==> src/rtl/hv_pkg.sv <==
// hostname validator package: per-hostname state record and utf-8 limit codes
// shared by the byte check logic and the top level, no dependencies
`default_nettype none

package hv_pkg;

  localparam int unsigned TotalW = 8;
  localparam int unsigned LabelW = 7;
  localparam int unsigned PendW  = 2;

  localparam logic [7:0] CharDot    = 8'h2e;
  localparam logic [7:0] CharHyphen = 8'h2d;
  localparam logic [7:0] HighByte   = 8'h80;

  typedef enum logic [2:0] {
    LIM_ANY   = 3'd0,
    LIM_A0_BF = 3'd1,
    LIM_80_9F = 3'd2,
    LIM_90_BF = 3'd3,
    LIM_80_8F = 3'd4
  } lim_e;

  typedef struct packed {
    logic [TotalW-1:0] total;
    logic [LabelW-1:0] label;
    logic              hyphen;
    logic [PendW-1:0]  pend;
    lim_e              lim;
    logic              failed;
  } st_t;

  localparam st_t StClear = '{
    total:  '0,
    label:  '0,
    hyphen: 1'b0,
    pend:   '0,
    lim:    LIM_ANY,
    failed: 1'b0
  };

endpackage

`default_nettype wire

==> src/rtl/hv_byte_check.sv <==
// hostname validator byte check: next state and verdict for one byte
// depends on hv_pkg
`default_nettype none

module hv_byte_check import hv_pkg::*; #(
  parameter int unsigned MAX_HOST_BYTES  = 253,
  parameter int unsigned MAX_LABEL_BYTES = 63
) (
  input  st_t        st_i,
  input  logic [7:0] byte_i,
  input  logic       utf8_en_i,
  output st_t        st_o,
  output logic       ok_o
);

  localparam logic [TotalW-1:0] TotMax = TotalW'(MAX_HOST_BYTES);
  localparam logic [LabelW-1:0] LabMax = LabelW'(MAX_LABEL_BYTES);

  logic [LabelW-1:0] lab_inc;
  logic              cont_ok;
  logic              alnum;
  logic              dot_end;
  st_t               s;

  always_comb begin
    lab_inc = (st_i.label != '1) ? st_i.label + LabelW'(1) : st_i.label;
    alnum = (byte_i >= 8'h30 && byte_i <= 8'h39) ||
            (byte_i >= 8'h41 && byte_i <= 8'h5a) ||
            (byte_i >= 8'h61 && byte_i <= 8'h7a);
    case (st_i.lim)
      LIM_A0_BF: cont_ok = byte_i >= 8'ha0 && byte_i <= 8'hbf;
      LIM_80_9F: cont_ok = byte_i >= 8'h80 && byte_i <= 8'h9f;
      LIM_90_BF: cont_ok = byte_i >= 8'h90 && byte_i <= 8'hbf;
      LIM_80_8F: cont_ok = byte_i >= 8'h80 && byte_i <= 8'h8f;
      default:   cont_ok = byte_i >= 8'h80 && byte_i <= 8'hbf;
    endcase
  end

  always_comb begin
    s = st_i;
    dot_end = 1'b0;
    s.total = (st_i.total != '1) ? st_i.total + TotalW'(1) : st_i.total;
    if (s.total > TotMax) begin
      s.failed = 1'b1;
    end
    if (!s.failed) begin
      if (st_i.pend != '0) begin
        if (!cont_ok) begin
          s.failed = 1'b1;
        end else begin
          s.pend  = st_i.pend - PendW'(1);
          s.lim   = LIM_ANY;
          s.label = lab_inc;
          if (lab_inc > LabMax) s.failed = 1'b1;
        end
      end else if (byte_i == CharDot) begin
        if (st_i.label == '0 || st_i.hyphen) s.failed = 1'b1;
        s.label  = '0;
        s.hyphen = 1'b0;
        dot_end  = 1'b1;
      end else if (byte_i < HighByte) begin
        if (alnum || (byte_i == CharHyphen && st_i.label != '0)) begin
          s.hyphen = !alnum;
          s.label  = lab_inc;
          if (lab_inc > LabMax) s.failed = 1'b1;
        end else begin
          s.failed = 1'b1;
        end
      end else begin
        if (!utf8_en_i) begin
          s.failed = 1'b1;
        end else if (byte_i >= 8'hc2 && byte_i <= 8'hdf) begin
          s.pend = PendW'(1);
          s.lim  = LIM_ANY;
        end else if (byte_i == 8'he0) begin
          s.pend = PendW'(2);
          s.lim  = LIM_A0_BF;
        end else if (byte_i == 8'hed) begin
          s.pend = PendW'(2);
          s.lim  = LIM_80_9F;
        end else if (byte_i >= 8'he1 && byte_i <= 8'hef) begin
          s.pend = PendW'(2);
          s.lim  = LIM_ANY;
        end else if (byte_i == 8'hf0) begin
          s.pend = PendW'(3);
          s.lim  = LIM_90_BF;
        end else if (byte_i == 8'hf4) begin
          s.pend = PendW'(3);
          s.lim  = LIM_80_8F;
        end else if (byte_i >= 8'hf1 && byte_i <= 8'hf3) begin
          s.pend = PendW'(3);
          s.lim  = LIM_ANY;
        end else begin
          s.failed = 1'b1;
        end
        if (!s.failed) begin
          s.hyphen = 1'b0;
          s.label  = lab_inc;
          if (lab_inc > LabMax) s.failed = 1'b1;
        end
      end
    end
    st_o = s;
    ok_o = !s.failed && s.pend == '0 && (dot_end || (s.label != '0 && !s.hyphen));
  end

endmodule

`default_nettype wire

==> src/rtl/hostname_validator_unit.sv <==
// hostname validator top level: running hostname state, config register, result register
// depends on hv_pkg and hv_byte_check
// the verdict is registered and shows on the master side in the cycle after the final beat is accepted
// throughput: one byte per cycle while the master side takes results
// a result waiting in the output register is held until taken; bytes other than a final beat keep flowing meanwhile
// reset: all state, the utf-8 enable and the output register clear asynchronously
`default_nettype none

module hostname_validator_unit import hv_pkg::*; #(
  parameter int unsigned MAX_HOST_BYTES  = 253,
  parameter int unsigned MAX_LABEL_BYTES = 63
) (
  input  logic       clk_i,
  input  logic       rst_ni,
  input  logic       cfg_we_i,
  input  logic       cfg_wdata_i,   // utf-8 enable
  input  logic       s_axis_tvalid,
  output logic       s_axis_tready,
  input  logic [7:0] s_axis_tdata,  // [7:0] byte_value
  input  logic       s_axis_tlast,
  input  logic       s_axis_tuser,  // [0] empty_string
  output logic       m_axis_tvalid,
  input  logic       m_axis_tready,
  output logic [7:0] m_axis_tdata   // [0] valid_res, [7:1] zero
);

  st_t  st_q, st_d, st_chk;
  logic utf8_q;
  logic ovld_q, ovld_d;
  logic ores_q, ores_d;
  logic chk_ok;
  logic acc;
  logic ends;
  logic room;

  hv_byte_check #(
    .MAX_HOST_BYTES (MAX_HOST_BYTES),
    .MAX_LABEL_BYTES(MAX_LABEL_BYTES)
  ) u_check (
    .st_i     (st_q),
    .byte_i   (s_axis_tdata),
    .utf8_en_i(utf8_q),
    .st_o     (st_chk),
    .ok_o     (chk_ok)
  );

  // only final beats need a free output slot
  assign room          = !ovld_q || m_axis_tready;
  assign ends          = s_axis_tlast || s_axis_tuser;
  assign s_axis_tready = room || !ends;
  assign acc           = s_axis_tvalid && s_axis_tready;

  always_comb begin
    st_d   = st_q;
    ovld_d = ovld_q && !m_axis_tready;
    ores_d = ores_q;
    if (acc) begin
      if (ends) begin
        st_d   = StClear;
        ovld_d = 1'b1;
        ores_d = !s_axis_tuser && chk_ok;
      end else begin
        st_d = st_chk;
      end
    end
  end

  always_ff @(posedge clk_i or negedge rst_ni) begin
    if (!rst_ni) begin
      st_q   <= StClear;
      utf8_q <= 1'b0;
      ovld_q <= 1'b0;
      ores_q <= 1'b0;
    end else begin
      st_q   <= st_d;
      ovld_q <= ovld_d;
      ores_q <= ores_d;
      if (cfg_we_i) utf8_q <= cfg_wdata_i;
    end
  end

  assign m_axis_tvalid = ovld_q;
  assign m_axis_tdata  = {7'b0, ores_q};

endmodule

`default_nettype wire

==> config.mk <==
export PLATFORM = sky130hd
export DESIGN_NAME = hostname_validator_unit
export DESIGN_NICKNAME = d
export VERILOG_FILES = /design/src/rtl/hv_pkg.sv /design/src/rtl/hv_byte_check.sv /design/src/rtl/hostname_validator_unit.sv
export SDC_FILE = /design/constraint.sdc
export NUM_CORES = 1
export LEC_CHECK = 0
export BUFFER_PORTS_ARGS = -buffer_cell sky130_fd_sc_hd__buf_4
export CORE_MARGIN = 2
export CORE_UTILIZATION = 45
export CTS_CLUSTER_DIAMETER = 150
export DETAILED_ROUTE_END_ITERATION = 8
export MAX_ROUTING_LAYER = met4
export PLACE_DENSITY = 0.67
export SETUP_SLACK_MARGIN = 0.5
export SYNTH_ARGS = -nofsm -noshare
export SYNTH_HDL_FRONTEND = slang
export SYNTH_SLANG_ARGS = --single-unit
==> constraint.sdc <==
create_clock -name clk_i -period 2.3 [get_ports clk_i]
set_input_delay 0.115 -clock clk_i [delete_from_list [all_inputs] [get_ports clk_i]]
set_output_delay 0.115 -clock clk_i [all_outputs]
set_load 0.02 [all_outputs]
==> results.yml <==
status:
  outcome: "finished with violations"
  failed_checks: "negative setup slack"
timing:
  layout_setup_ws_ns: -0.128
  worst_pin_slew_ns: 0.516
  fin_crit_sh_pct: 106
  max_slew_margin_pct: 65.5
  period_needed_ns: 2.43
  hold_viol: 0
  drv_slew: 0
  setup_violations: 5
  fin_worst_skew_ns: 0.00937
  clock.fmax_mhz: 412
  grt_setup_unrepaired: "true"
finish:
  multi_input_area_sq_um: 1570
  regArea_sq_um: 628
  diodes: 0
  syn_to_final_growth_pct: 42.6
  fin_area_sq_um: 2960
  drive_gt1_share_pct: 40.2
  final_common_cell: "buf_4"
  fill_cells: 367
  final_cell_mix: "buf_4, nand2_1, dfrtp_1"
  nNetsFinal: 352
clock_tree:
  h-tree-depth: 1
  cts_tree: "built"
  cts_buffers: 3
  clockBufferDepth: 2
  clock-root-buffer: "clkbuf_8"
  path_clk_slew_ns: 0.10
  clk_latency_ns: 0.29
  cts.sinks: 25
synth:
  synth-seq-cells: 25
  synth_area_sq_um: 2070
  synth_edf_count: 0
  ys_types: 65
  synth_seq_area_share_pct: 30.2
  yosys-top-cells-area: "dfrtp_1, nand2_1, a21oi_1"
  syn-instance-count: 261
  synthFlopType: "dfrtp_1"
  yosys.area.top_type: "dfrtp_1"
  synth_top_cell_area_share_pct: 30.2
  async_reset_ff_share_pct: 100
  synth-warning-count: 0
  avgSynthCellArea_sq_um: 7.94
power:
  p_total_mw: 1.19
  ir_drop_v: 0.000222
  p_per_area_nw_per_um2: 401
  p_leak_nw: 1.28
floorplanning:
  num_rows: 24
  dieArea_sq_um: 5160
  ios: 26
  die_w_um: 71.9
  die_h_um: 71.9
  design.core.area_sq_um: 4380
  start_util_pct: 47.3
critical_path:
  worstPathRequired_ns: 2.48
  crit_type: "reg -> reg"
  startpoint_type: "flop"
  critical_path.max_fanout: 7
  critical_path_arrival_ns: 2.61
  reg2reg_slack_ns: -0.13
  crit_path_end_kind: "flop"
routing:
  ant_nets: 0
  first_pass_iters: 5
  top_layer: "met4"
  met2_length_um: 3240
  routedWlPerCell_um: 16.7
  drc: 0
  wl_met3_um: 212
  via_count: 2329
  vias_per_cell: 6.08
  drt-initial-drc-count: 161
  m1WireLength_um: 2810
  wl_um: 6380
place:
  post_dp_cell_area_sq_um: 2650
  hpwl_um: 4390
  io_buffers: 18
  gp_congestion: 0.884
global_routing:
  grt_pass1_vias: 2238
  grt_pass1_wl_um: 10200
  gr-usage-all-layers_pct: 25.7
  grt_max_degree: 26
  antenna_found_initial: 0
  grt-ovfl-total: 0
flow_run:
  maxCapViolations: 0
worst_hold_path:
  hold_path_class: "in -> reg"
==> through the flow <==
step / setup WS, ns / hold slack [ns] / cells / TNS, ns / util, %
finish: -0.128 / 0.0595 / 383 / -0.405 / 67.4
global placement: -0.0991 / 0.0492 / 370 / -0.181 / 60.4
CTS: -0.112 / 0.0560 / 379 / -0.272 / 64.8
floorplan: 0.00591 / -0.181 / 267 / 0 / -
detailed placement: -0.114 / 0.0500 / 370 / -0.264 / 60.4
global route: -0.225 / 0.0617 / 383 / -0.996 / 67.4
==> path summary, 6_finish.rpt <==
check                            start        to  cells after the start
min in group asynchronous       rst_ni  st_q[11]                      2
hold / removal             cfg_wdata_i    utf8_q                      2
setup reg to reg              st_q[14]    ores_q                      9
hold reg to reg                 utf8_q    utf8_q                      1
setup / recovery              st_q[14]    ores_q                      9
max in group asynchronous       rst_ni  st_q[15]                      2
==> layer usage <==
| layer | global-route usage, % | vias up |
|---|---|---|
| li1 | - | 1095 |
| met1 | 32.4 | 1148 |
| met2 | 43.5 | 73 |
| met3 | 1.69 | 13 |
| met4 | 8.81 | 0 |
| met5 | - | - |
==> registers in the layout, indices dropped and copies added (netlist names) <==
register       count
m_axis_tvalid      1
utf8_q             1
ores_q             1
st_q              22
==> cell type report <==
type | instances | share of cell area (%)
well taps | 52 | 2.20
flip-flops and latches | 25 | 21.3
inverters | 12 | 1.52
clock inverters | 1 | 0.254
clock buffers | 3 | 1.40
repair buffers | 77 | 20.3
multi-input cells | 213 | 53.1
==> kinds of logic (layout without fill, tap and decap cells) <==
| logic type | Yosys count | count (layout) | share of synthesized area (%) |
|---|---|---|---|
| AO/OA/AOI/OAI | 82 | 82 | 27.5 |
| XOR/XNOR | 3 | 3 | 1.27 |
| adder cells (fa/ha/maj) | 4 | 4 | 2.42 |
| buffers and inverters | 29 | 93 | 7.31 |
| flip-flops | 25 | 25 | 30.2 |
| multiplexers | 6 | 6 | 2.96 |
| other | 1 | 7 | 0.181 |
| AND/OR/NAND/NOR | 111 | 111 | 28.2 |
==> Yosys cell counts (3+ instances only) <==
cell,instances
o21a_1,3
mux2i_1,5
buf_4,8
nor3_1,7
dfrtp_1,25
a211oi_1,3
inv_1,12
nor2_1,16
nor4_1,4
nor2b_1,3
o31ai_1,3
nand3b_1,3
o22ai_1,4
buf_2,4
a22o_1,4
nand4_1,5
a21oi_1,22
nand2_1,35
nand2b_1,4
clkbuf_1,4
o21ai_1,4
and3_1,7
ha_1,4
nand3_1,10
o21ai_0,14
==> where the power goes <==
group	switching, mW	total, mW	internal (mW)
sequential	0.0131	0.467	0.454
clock	0.165	0.289	0.124
combinational	0.224	0.430	0.206
total	0.403	1.19	0.784
==> critical path: stages, from the launching register on <==
cell and delay [ns]:
dfrtp_2 0.46, ha_4 0.30, inv_2 0.03, o211a_1 0.20, a211o_4 0.30, o211ai_4 0.31, nor3_2 0.07, a211oi_2 0.19
nand4_1 0.13, o32a_1 0.34
==> repair_timing <==
item / 4_1_cts / 5_1_grt
resized for setup: 22 / 20
buffers inserted: 4 / 4
endpoints found under the hold margin: 25 / 0
pin swaps: 16 / 10
hold buffers: 1 / 0
setup endpoints to repair: 15 / 15
No activity file was read; power rests on OpenSTA's default activity.
